## src/rtl/imi_pkg.sv

```systemverilog
package imi_pkg;

   localparam int MAX_WINDOW = 64;
   localparam int SLOT_BITS  = $clog2(MAX_WINDOW);
   localparam int LEN_BITS   = 7;
   localparam int PRICE_BITS = 32;
   localparam int DELTA_BITS = PRICE_BITS + 1;
   localparam int SUM_BITS   = 40;
   localparam int QUO_BITS   = 15;
   localparam int NUM_BITS   = SUM_BITS + QUO_BITS;
   localparam int DIV_STEPS  = QUO_BITS;
   localparam int STEP_BITS  = $clog2(DIV_STEPS);

   localparam logic [LEN_BITS-1:0] LEN_RESET = LEN_BITS'(14);
   localparam logic [LEN_BITS-1:0] LEN_MIN   = LEN_BITS'(2);
   localparam logic [LEN_BITS-1:0] LEN_MAX   = LEN_BITS'(MAX_WINDOW);

   typedef struct packed {
      logic signed [PRICE_BITS-1:0] open_price;
      logic signed [PRICE_BITS-1:0] close_price;
      logic                         last_of_series;
   } imi_req_type;

   typedef struct packed {
      logic [QUO_BITS-1:0] index_value;
      logic                zero_range;
   } imi_rsp_type;

   typedef struct packed {
      logic capture;
      logic update;
      logic clear;
      logic load;
      logic step;
      logic emit;
   } imi_cmd_type;

   typedef struct packed {
      logic last;
      logic result_due;
      logic out_free;
   } imi_status_type;

endpackage

```

## src/rtl/imi_control.sv

```systemverilog
module imi_control (
   input  logic                    clock,
   input  logic                    reset,
   input  logic                    req_valid,
   output logic                    req_ready,
   input  imi_pkg::imi_status_type status,
   output imi_pkg::imi_cmd_type    cmd
);

   typedef enum logic [2:0] {
      ST_IDLE,
      ST_UPDATE,
      ST_LOAD,
      ST_DIVIDE,
      ST_RESULT
   } state_type;

   state_type                       state_ff, state_in;
   logic                            ready_ff, ready_in;
   logic [imi_pkg::STEP_BITS-1:0]   step_ff, step_in;
   logic                            accept;

   assign req_ready = ready_ff;
   assign accept    = req_valid & ready_ff;

   always_comb begin
      state_in    = state_ff;
      ready_in    = ready_ff;
      step_in     = step_ff;
      cmd         = '0;
      cmd.capture = accept;
      unique case (state_ff)
         ST_IDLE: begin
            if (accept) begin
               state_in = ST_UPDATE;
               ready_in = 1'b0;
            end
         end
         ST_UPDATE: begin
            cmd.update = 1'b1;
            if (status.result_due) begin
               state_in = ST_LOAD;
            end else begin
               cmd.clear = status.last;
               state_in  = ST_IDLE;
               ready_in  = 1'b1;
            end
         end
         ST_LOAD: begin
            cmd.load = 1'b1;
            step_in  = '0;
            state_in = ST_DIVIDE;
         end
         ST_DIVIDE: begin
            cmd.step = 1'b1;
            step_in  = step_ff + 1'b1;
            if (step_ff == imi_pkg::STEP_BITS'(imi_pkg::DIV_STEPS - 1)) begin
               state_in = ST_RESULT;
            end
         end
         ST_RESULT: begin
            if (status.out_free) begin
               cmd.emit  = 1'b1;
               cmd.clear = status.last;
               state_in  = ST_IDLE;
               ready_in  = 1'b1;
            end
         end
         default: begin
            state_in = ST_IDLE;
            ready_in = 1'b1;
         end
      endcase
   end

   always_ff @(posedge clock) begin
      if (reset) begin
         state_ff <= ST_IDLE;
         ready_ff <= 1'b1;
         step_ff  <= '0;
      end else begin
         state_ff <= state_in;
         ready_ff <= ready_in;
         step_ff  <= step_in;
      end
   end

endmodule

```

## src/rtl/imi_datapath.sv

```systemverilog
module imi_datapath (
   input  logic                               clock,
   input  logic                               reset,
   input  imi_pkg::imi_req_type               req_payload,
   input  logic                               csr_write_enable,
   input  logic [imi_pkg::LEN_BITS-1:0]       csr_write_data,
   input  logic                               rsp_ready,
   output logic                               rsp_valid,
   output imi_pkg::imi_rsp_type               rsp_payload,
   input  imi_pkg::imi_cmd_type               cmd,
   output imi_pkg::imi_status_type            status
);

   localparam int SB = imi_pkg::SUM_BITS;
   localparam int NB = imi_pkg::NUM_BITS;
   localparam int DB = imi_pkg::DELTA_BITS;
   localparam int LB = imi_pkg::LEN_BITS;

   logic signed [DB-1:0]            hist_mem_ff [imi_pkg::MAX_WINDOW];
   logic signed [DB-1:0]            old_ff;
   logic signed [DB-1:0]            delta_ff, delta_in;
   logic                            last_ff;
   logic [LB-1:0]                   length_ff, length_in;
   logic [SB-1:0]                   up_ff, up_in;
   logic [SB-1:0]                   down_ff, down_in;
   logic [imi_pkg::SLOT_BITS-1:0]   slot_ff, slot_in;
   logic [LB-1:0]                   fill_ff, fill_in;
   logic [NB-1:0]                   rem_ff, rem_in;
   logic [NB-1:0]                   div_ff, div_in;
   logic [imi_pkg::QUO_BITS-1:0]    quo_ff, quo_in;
   logic                            zero_ff, zero_in;
   logic                            rsp_valid_ff, rsp_valid_in;
   imi_pkg::imi_rsp_type            rsp_ff, rsp_in;

   logic [LB-1:0]                   period;
   logic                            full;
   logic [LB-1:0]                   fill_next;
   logic [LB-1:0]                   slot_inc;
   logic [SB-1:0]                   new_up, new_down, old_up, old_down;
   logic [SB-1:0]                   total;
   logic                            ge;

   always_comb begin
      if (length_ff < imi_pkg::LEN_MIN) begin
         period = imi_pkg::LEN_MIN;
      end else if (length_ff > imi_pkg::LEN_MAX) begin
         period = imi_pkg::LEN_MAX;
      end else begin
         period = length_ff;
      end
   end

   assign full      = (fill_ff >= period);
   assign fill_next = full ? fill_ff : fill_ff + 1'b1;
   assign slot_inc  = LB'(slot_ff) + 1'b1;
   assign total     = up_ff + down_ff;
   assign ge        = (rem_ff >= div_ff);

   assign delta_in = {req_payload.close_price[imi_pkg::PRICE_BITS-1], req_payload.close_price}
                   - {req_payload.open_price[imi_pkg::PRICE_BITS-1], req_payload.open_price};

   always_comb begin
      if (delta_ff > 0) begin
         new_up   = SB'($unsigned(delta_ff));
         new_down = '0;
      end else begin
         new_up   = '0;
         new_down = SB'($unsigned(-delta_ff));
      end
      if (!full) begin
         old_up   = '0;
         old_down = '0;
      end else if (old_ff > 0) begin
         old_up   = SB'($unsigned(old_ff));
         old_down = '0;
      end else begin
         old_up   = '0;
         old_down = SB'($unsigned(-old_ff));
      end
   end

   always_comb begin
      length_in    = length_ff;
      up_in        = up_ff;
      down_in      = down_ff;
      slot_in      = slot_ff;
      fill_in      = fill_ff;
      rem_in       = rem_ff;
      div_in       = div_ff;
      quo_in       = quo_ff;
      zero_in      = zero_ff;
      rsp_in       = rsp_ff;
      rsp_valid_in = rsp_valid_ff & ~rsp_ready;

      if (cmd.update) begin
         up_in   = up_ff - old_up + new_up;
         down_in = down_ff - old_down + new_down;
         slot_in = (slot_inc >= period) ? '0 : slot_inc[imi_pkg::SLOT_BITS-1:0];
         fill_in = fill_next;
      end
      if (cmd.load) begin
         rem_in  = (NB'(up_ff) << 14) + (NB'(up_ff) << 13) + (NB'(up_ff) << 10);
         div_in  = NB'(total) << (imi_pkg::QUO_BITS - 1);
         quo_in  = '0;
         zero_in = (total == '0);
      end
      if (cmd.step) begin
         if (ge) begin
            rem_in = rem_ff - div_ff;
         end
         quo_in = {quo_ff[imi_pkg::QUO_BITS-2:0], ge};
         div_in = div_ff >> 1;
      end
      if (cmd.emit) begin
         rsp_in.index_value = zero_ff ? '0 : quo_ff;
         rsp_in.zero_range  = zero_ff;
         rsp_valid_in       = 1'b1;
      end
      if (csr_write_enable) begin
         length_in = csr_write_data;
      end
      if (cmd.clear || csr_write_enable) begin
         up_in   = '0;
         down_in = '0;
         slot_in = '0;
         fill_in = '0;
      end
   end

   always_ff @(posedge clock) begin
      if (reset) begin
         length_ff    <= imi_pkg::LEN_RESET;
         up_ff        <= '0;
         down_ff      <= '0;
         slot_ff      <= '0;
         fill_ff      <= '0;
         rsp_valid_ff <= 1'b0;
      end else begin
         length_ff    <= length_in;
         up_ff        <= up_in;
         down_ff      <= down_in;
         slot_ff      <= slot_in;
         fill_ff      <= fill_in;
         rsp_valid_ff <= rsp_valid_in;
      end
   end

   always_ff @(posedge clock) begin
      rem_ff  <= rem_in;
      div_ff  <= div_in;
      quo_ff  <= quo_in;
      zero_ff <= zero_in;
      rsp_ff  <= rsp_in;
      if (cmd.capture) begin
         delta_ff <= delta_in;
         last_ff  <= req_payload.last_of_series;
      end
   end

   always_ff @(posedge clock) begin
      old_ff <= hist_mem_ff[slot_ff];
      if (cmd.update) begin
         hist_mem_ff[slot_ff] <= delta_ff;
      end
   end

   assign status.last       = last_ff;
   assign status.result_due = (fill_next >= period);
   assign status.out_free   = ~rsp_valid_ff | rsp_ready;

   assign rsp_valid   = rsp_valid_ff;
   assign rsp_payload = rsp_ff;

endmodule

```

## src/rtl/intraday_momentum_index_unit.sv

```systemverilog
// Intraday momentum index over a sliding window of bars.
// req channel: one transaction per bar (open_price, close_price,
//   last_of_series). req_ready is high while the unit is idle.
// rsp channel: one transaction (index_value, zero_range) per bar once the
//   window holds window_length deltas; earlier bars give no transaction.
// csr_write_enable/csr_write_data set window_length (clamped to 2..64) and
//   clear the window; write only while the unit is idle.
// Sequence: a bar with a result passes through update, operand load, a
//   restoring divider, output load and idle before the next acceptance;
//   req_ready and rsp_valid rise together. A bar without a result goes
//   from update straight back to idle. The divider sets the rate.
// last_of_series clears the window and sums after that bar's update/result.
// Reset: window empty, sums zero, window_length 14, rsp_valid low.
// Stall: the result sits in the output register, and the next bar is
//   accepted and processed meanwhile; the unit only waits in its output
//   step if the register is still occupied.
module intraday_momentum_index_unit (
   input  logic                               clock,
   input  logic                               reset,
   input  logic                               req_valid,
   output logic                               req_ready,
   input  imi_pkg::imi_req_type               req_payload,
   output logic                               rsp_valid,
   input  logic                               rsp_ready,
   output imi_pkg::imi_rsp_type               rsp_payload,
   input  logic                               csr_write_enable,
   input  logic [imi_pkg::LEN_BITS-1:0]       csr_write_data
);

   imi_pkg::imi_cmd_type    cmd;
   imi_pkg::imi_status_type status;

   imi_control u_control (
      .clock     (clock),
      .reset     (reset),
      .req_valid (req_valid),
      .req_ready (req_ready),
      .status    (status),
      .cmd       (cmd)
   );

   imi_datapath u_datapath (
      .clock            (clock),
      .reset            (reset),
      .req_payload      (req_payload),
      .csr_write_enable (csr_write_enable),
      .csr_write_data   (csr_write_data),
      .rsp_ready        (rsp_ready),
      .rsp_valid        (rsp_valid),
      .rsp_payload      (rsp_payload),
      .cmd              (cmd),
      .status           (status)
   );

endmodule
```

## config.mk

```make
export PLATFORM = sky130hd
export DESIGN_NAME = intraday_momentum_index_unit
export DESIGN_NICKNAME = d
export VERILOG_FILES = /design/src/rtl/imi_pkg.sv /design/src/rtl/imi_control.sv /design/src/rtl/imi_datapath.sv /design/src/rtl/intraday_momentum_index_unit.sv
export SDC_FILE = /design/constraint.sdc
export NUM_CORES = 2
export LEC_CHECK = 0
export BUFFER_PORTS_ARGS = -buffer_cell sky130_fd_sc_hd__buf_2
export CORE_MARGIN = 2
export CORE_UTILIZATION = 31
export CTS_BUF_LIST = sky130_fd_sc_hd__clkbuf_16
export DETAILED_ROUTE_END_ITERATION = 8
export SLEW_MARGIN = 20
export SYNTH_ARGS = -nofsm -noshare
export SYNTH_HDL_FRONTEND = slang
export SYNTH_SLANG_ARGS = --single-unit
```

## constraint.sdc

```tcl
create_clock -name clock -period 11.3 [get_ports clock]
set_clock_uncertainty 0.2 [all_clocks]
set_input_delay 0.565 -clock clock [delete_from_list [all_inputs] [get_ports clock]]
set_output_delay 0.565 -clock clock [all_outputs]
set_load 0.005 [all_outputs]
```

Yosys cells after proc, flatten, opt, wreduce, memory -nomap -nowiden
Memory sizes are Yosys's and may differ from the RTL's. A register that Yosys moved wholly into a read port is not among the register bits.
Index checks and enable logic that the tools add are counted.
Storage, ports and cells
  memories: 1
  word-level logic and storage cells: 103
  output and inout bits: 18
  input port bits: 77
  memory bits (writable): 2112
  bits in registers: 284
Operators by class
  add/subtract/negate cells: 14
  eq/ne operators: 9
  reduce and logical (&&, ||, !) cells: 9
  bitwise gates (word level): 6
  multiplexer cells: 38
  order comparisons: 8
Memory list
  u_datapath.hist_mem_ff: depth 64, bits a word 33, read ports 1, clocked after Yosys merged registers in 1, write ports 1, RTL line imi_datapath.sv:19  | logic signed [DB-1:0] hist_mem_ff [imi_pkg::MAX_WINDOW];
Operators with widths (count)
  $mux 55: 3
  $mux 33: 4
  $add 40x33->40: 2
  $mux 40: 2
  $sub 40x40->40: 2
  $gt 33x1->1 const B: 2
  $neg 33->33: 2
  $add 54x53->55: 1
  $add 55x50->55: 1
  $ge 55x54->1: 1
  $sub 55x54->55: 1
  $mux 54: 1
  $mux 53: 1
  $add 40x40->40: 1
  $logic_not 40->1: 1
  $sub 32x32->33: 1
  $mux 15: 2
  $ge 7x7->1: 3
  $mux 7: 3
  $pmux 3 s5: 1
  $mux 1: 13
  $mux 3: 3
  $pmux 4 s2: 1
  $add 6x1->7 const B: 1
  23 further kinds: 31

Logic depth before layout (Yosys ltp)
  depth in word-level cells: 10
  depth in mapped cells: 31
  depth with buffers taken out: 29

Hierarchy
Synthesis repeated with hierarchy kept, for this count alone.
Second synthesis, totals
  cell total of the unflattened synthesis: 7501
  area, all modules: 105271.0 sq um
By module, submodules not included
  imi_datapath: sequential area each 70807.9 sq um, area each 104701.7 sq um, times used 1, cells an instance 7438
  imi_control: sequential area each 160.2 sq um, area each 569.3 sq um, times used 1, cells an instance 63

Worst setup path before layout
OpenSTA, ideal clock, no wires.
  kind: register to register
  from: reg u_datapath.delta_ff[0]
  to: reg u_datapath.down_ff[39]
  stages on the path, launching flop included: 29
  path buffers: 4
  setup slack: 4.529 ns
  required time: 11.029 ns
  library setup time: 0.071 ns
  arrival: 6.500 ns
  period minus slack after synthesis: 6.771 ns
  cells stage by stage: edfxtp_1 -> inv_1 -> ha_1 -> nand2_1 -> or2_2 -> or4_1 -> clkbuf_1 -> nor4_2 -> nand2_1 -> nor3_1 -> or2_2 -> buf_2 -> buf_4 -> nand2_1 -> fa_1 -> inv_1 -> ha_1 -> clkbuf_1 -> and4_1 -> nor4b_1 -> and3_1 -> nand3_1 -> nand4b_1 -> o21ai_0 -> a311oi_1 -> a211oi_1 -> xnor2_1 -> or3_1 -> a21oi_1
On the way
  cells in the longest elaborated chain, start to end: 3
  elaborated cells on any way between the ends: 4
  classes of those cells: 2 x add/sub; 1 x order compare; 1 x mux
Ends and longest elaborated chain
  start: declaration: RTL line imi_datapath.sv:21  | logic signed [DB-1:0] delta_ff, delta_in;
  start signal: assignment: RTL line imi_datapath.sv:155  | delta_ff <= delta_in;
  $neg 33->33 / $gt 33x1->1 (equally long branches): RTL line imi_datapath.sv:68, imi_datapath.sv:63
  $mux 33 *: RTL line imi_datapath.sv:63  | if (delta_ff > 0) begin
  $add 40x33->40 *: RTL line imi_datapath.sv:97  | down_in = down_ff - old_down + new_down;
  end signal: assignment: RTL line imi_datapath.sv:141  | down_ff <= down_in;
  end: declaration: RTL line imi_datapath.sv:25  | logic [SB-1:0] down_ff, down_in;
Mark *: on every way between the ends. The rest lies on a longest branch, timed or not.
A chain may end at the register's enable or synchronous reset.

Worst setup path in the final report
  from: reg u_datapath.delta_ff[0]
  to: reg u_datapath.down_ff[23]
The elaborated chain is that of the path after synthesis.

==> impl_results.md <==
- Starting Density: 31.1%
- Slew HR: between 10% and 20%
- Most frequent cells after synthesis: edfxtp_1, a22oi_1, nand2_1
- Post-synthesis net count: roughly 8000
- Worst Tran Pin Value: ~1.3 ns
- Synth warn: 0
- Clock-pin slew on the worst setup and hold paths: 0.07 ns
- F_max: about 120 MHz
- Via density: between 5 and 6
- Setup TNS Final: 0 ns
- Final ANT Viol Nets: 0
- Vias in the first global route: between 60000 and 70000
- DRT iter0 DRCs: ~8800
- Synth cell types: 85
- Pleak: approximately 40 nW
- Layout Area Growth over Synthesis: 14.4%
- All-Layer GR Usage: 18.8%
- HP Class: primary input to register
- CP Data Required Time: approximately 12 ns
- Crit path from: u_datapath.delta_ff[0]$_DFFE_PP_
- Worst-case hold slack: roughly 0.062 ns
- Top Metal Used: met5
- Synth Register Bits: 2429
- Boundary Pins: 95
- Post-synth EDFFs: 2232
- Max IR drop VDD: around 0.16 mV
- Setup CP Type: register to register
- Hold Path Origin: req_payload[15]
- Largest net degree at the start of global routing: 99
- GP Congestion: 0.879
- Crit path launch type: register
- Post-DP HPWL: 199000 µm
- Max_cap viols: 0
- TritonCTS clock tree: built
- Critical path endpoint: u_datapath.down_ff[23]$_SDFFE_PP0P_
- Final setup fails: 0
- GR Overflow Total: 0
- CTS max path bufs: 4
- Final worst-path cycle share: 71.1%
- Slew Viols, Final: 0
- Crit path capture type: register
- Sequential share of the synthesized area: 67.7%
- Syn Std Cell Area: approximately 0.10 mm²
- Die width: roughly 590 µm
- Routed len/inst: about 27 µm
- CORE AREA: 0.337 mm²
- DRC violations left: 0
- Terminus of the critical flop-to-flop path: u_datapath.down_ff[23]$_SDFFE_PP0P_
- Port Buffers: 94
- Number of buffers created by CTS: between 200 and 250
- Worst skew pair latency: 0.96 ns
- Clock Tree Root: clkbuf_16
- Ys async rst share: 0%
- Initial antenna violation count: 21
- Resize count post-CTS: 0
- Reg2reg start: u_datapath.delta_ff[0]$_DFFE_PP_
- Critical Path AT: between 8 and 9 ns
- Synth area leaders: edfxtp_1, a22oi_1, dfxtp_1, ha_1, fa_1
- Vias after detailed routing: 68916
- Flop-to-flop setup slack: approximately 3.3 ns
- Dominant cell type by area after synthesis: edfxtp_1
- Main flop type after synthesis: edfxtp_1
- Layout cells sized above 1: approximately 10%
- Post-CTS Setup Bufs: 0
- Nets: ~8200
- Post-Route M1 WL: around 130000 µm
- Placed cells: about 12000
- Routed wire length: ~330000 µm
- Synthesized instance count: approximately 7500
- RSZ-0062 raised after global routing: no
- Number of iterations in the first detailed-routing pass: 6
- Sinks on Clock Net: ~2400
- Endpoints failing hold: 0
- Clock period minus worst slack: ~8 ns
- Filler Cells Inserted: 31932
- Status: finished, final reports clean
- WL met3: 33700 µm
- Yosys top cell area share: between 60% and 70%
- Pwr/cell area: about 190 mW/mm²
- Post-Layout Cell Count: approximately 12000
- Row cnt: around 210
- Most frequent cell after synthesis: edfxtp_1
- Critical-path maximum fanout: 66
- Die Y: between 500 and 600 µm
- Syn Area/Cell: approximately 14 µm²
- Met2 Routed Length: 150000 µm
- Die Area: roughly 0.34 mm²
- First-pass GRT wire length: ~480000 µm
- Reg2Reg Depth: 25
- H-tree level count: 4
## layout by cell type (no fill, tap or decap), types with 65 or more instances in the layout
master     netlist  routed
dfxtp_1        197     197
a21o_1         115     115
a22oi_1        638     638
nand4_1        103     103
buf_4            2     208
edfxtp_1      2232    2232
a31oi_1        249     248
nor2_1         354     288
clkbuf_16        0     242
inv_1          370     415
a211oi_1        70      69
buf_2           12      94
ha_1           276     276
xnor2_1        164     161
xor2_1         109     108
o21ai_0        201     201
nand3_1         97      97
nand2_1        394     390
fa_1           106     106
a22o_1         216     216
a221oi_1       218     218
a21oi_1        388     388
nor2_4           0      65
## per-layer routing
| metal | track usage, % | vias up |
|---|---|---|
| li1 | - | 29949 |
| met1 | 25.4 | 34864 |
| met2 | 29.7 | 3562 |
| met3 | 3.67 | 539 |
| met4 | 7.59 | 2 |
| met5 | 0 | - |
## where the power goes
group / internal (mW) / switching [mW] / leakage [nW]
Sequential: 10.3 / 0.215 / 21.7
Clock: 4.38 / 3.44 / 3.93
Combinational: 1.36 / 2.70 / 14.4
Total: 16.1 / 6.35 / 40.1
## repair_timing
action                                  4_1_cts  5_1_grt
hold endpoints to repair                     26        0
endpoints found under the setup margin        0        0
hold buffers                                 37        0
## how the worst min path moves through the flow
| stage | depth (start not counted) | endpoint | slack, ns |
|---|---|---|---|
| 2_1_floorplan | 2 | u_datapath.rem_ff[0]$_DFF_P_ | 0.23 |
| 3_3_place_gp | 2 | u_datapath.rem_ff[0]$_DFF_P_ | 0.25 |
| 3_5_place_dp | 2 | u_datapath.rem_ff[4]$_DFF_P_ | 0.25 |
| 5_1_grt | 4 | u_datapath.delta_ff[0]$_DFFE_PP_ | 0.07 |
| 6_report | 4 | u_datapath.delta_ff[14]$_DFFE_PP_ | 0.06 |
| 4_1_cts | 4 | u_datapath.delta_ff[28]$_DFFE_PP_ | 0.008 |
## area by class of cell
cell class / count / area, µm² / area share (%)
tap: 4515 / 5650 / 4.71
antenna: 7 / 17.5 / 0.0146
sequential: 2429 / 71000 / 59.2
timing repair buffer: 350 / 2620 / 2.18
clock inverter: 196 / 1550 / 1.29
multi-input combinational: 4332 / 31700 / 26.4
clock buffer: 242 / 6060 / 5.05
inverter: 371 / 1390 / 1.16
## worst max-delay path, stage by stage (launching register included)
cell and delay [ns]:
edfxtp_1 0.37, buf_4 0.34, inv_1 0.22, ha_1 0.26, nand2_1 0.10, or2_2 0.32, or4_1 0.55, nor4_2 0.38
nand2_1 0.18, nor3_1 0.38, or2_2 0.55, nand3_1 0.24, fa_1 0.55, inv_1 0.04, ha_1 0.34, a2111oi_0 0.38
o21a_1 0.22, o21ai_0 0.20, a31o_2 0.30, a2111oi_0 0.61, o41ai_1 0.24, a21boi_0 0.33, o21ai_0 0.16, xor2_1 0.16
nand2_1 0.07, a21oi_1 0.06
## cells by family after synthesis
group | count (synthesis) | share of synthesized area, %
muxes | 30 | 0.292
AOI/OAI and AO/OA | 2299 | 15.4
other | 2 | 0.00717
buffers and inverters | 777 | 2.81
xor gates and xnor gates | 273 | 2.28
and+or+nand+nor | 1346 | 6.18
adders and majority gates | 382 | 5.32
DFF | 2429 | 67.7
## stage by stage
step	cell area, µm²	utilization, %	power, mW	setup WS (ns)
after global placement	112000	33.2	14.7	3.66
final	120000	35.6	22.4	3.26
after floorplan	105000	-	13.3	4.53
after CTS	120000	35.6	22.4	3.35
after detailed placement	112000	33.2	14.7	3.48
after global routing	120000	35.6	23.2	2.77
## registers in the layout, indices dropped and copies added (netlist names), 3 cells and up
register	flops
u_datapath.hist_mem_ff	2112
u_datapath.div_ff	54
u_datapath.rem_ff	55
u_datapath.quo_ff	15
u_control.step_ff	4
u_datapath.length_ff	7
u_datapath.fill_ff	7
u_datapath.up_ff	40
u_datapath.down_ff	40
u_datapath.rsp_payload	16
u_datapath.slot_ff	6
u_datapath.delta_ff	33
u_control.state_ff	3
u_datapath.old_ff	33
Power figures use the tool's default switching activity.
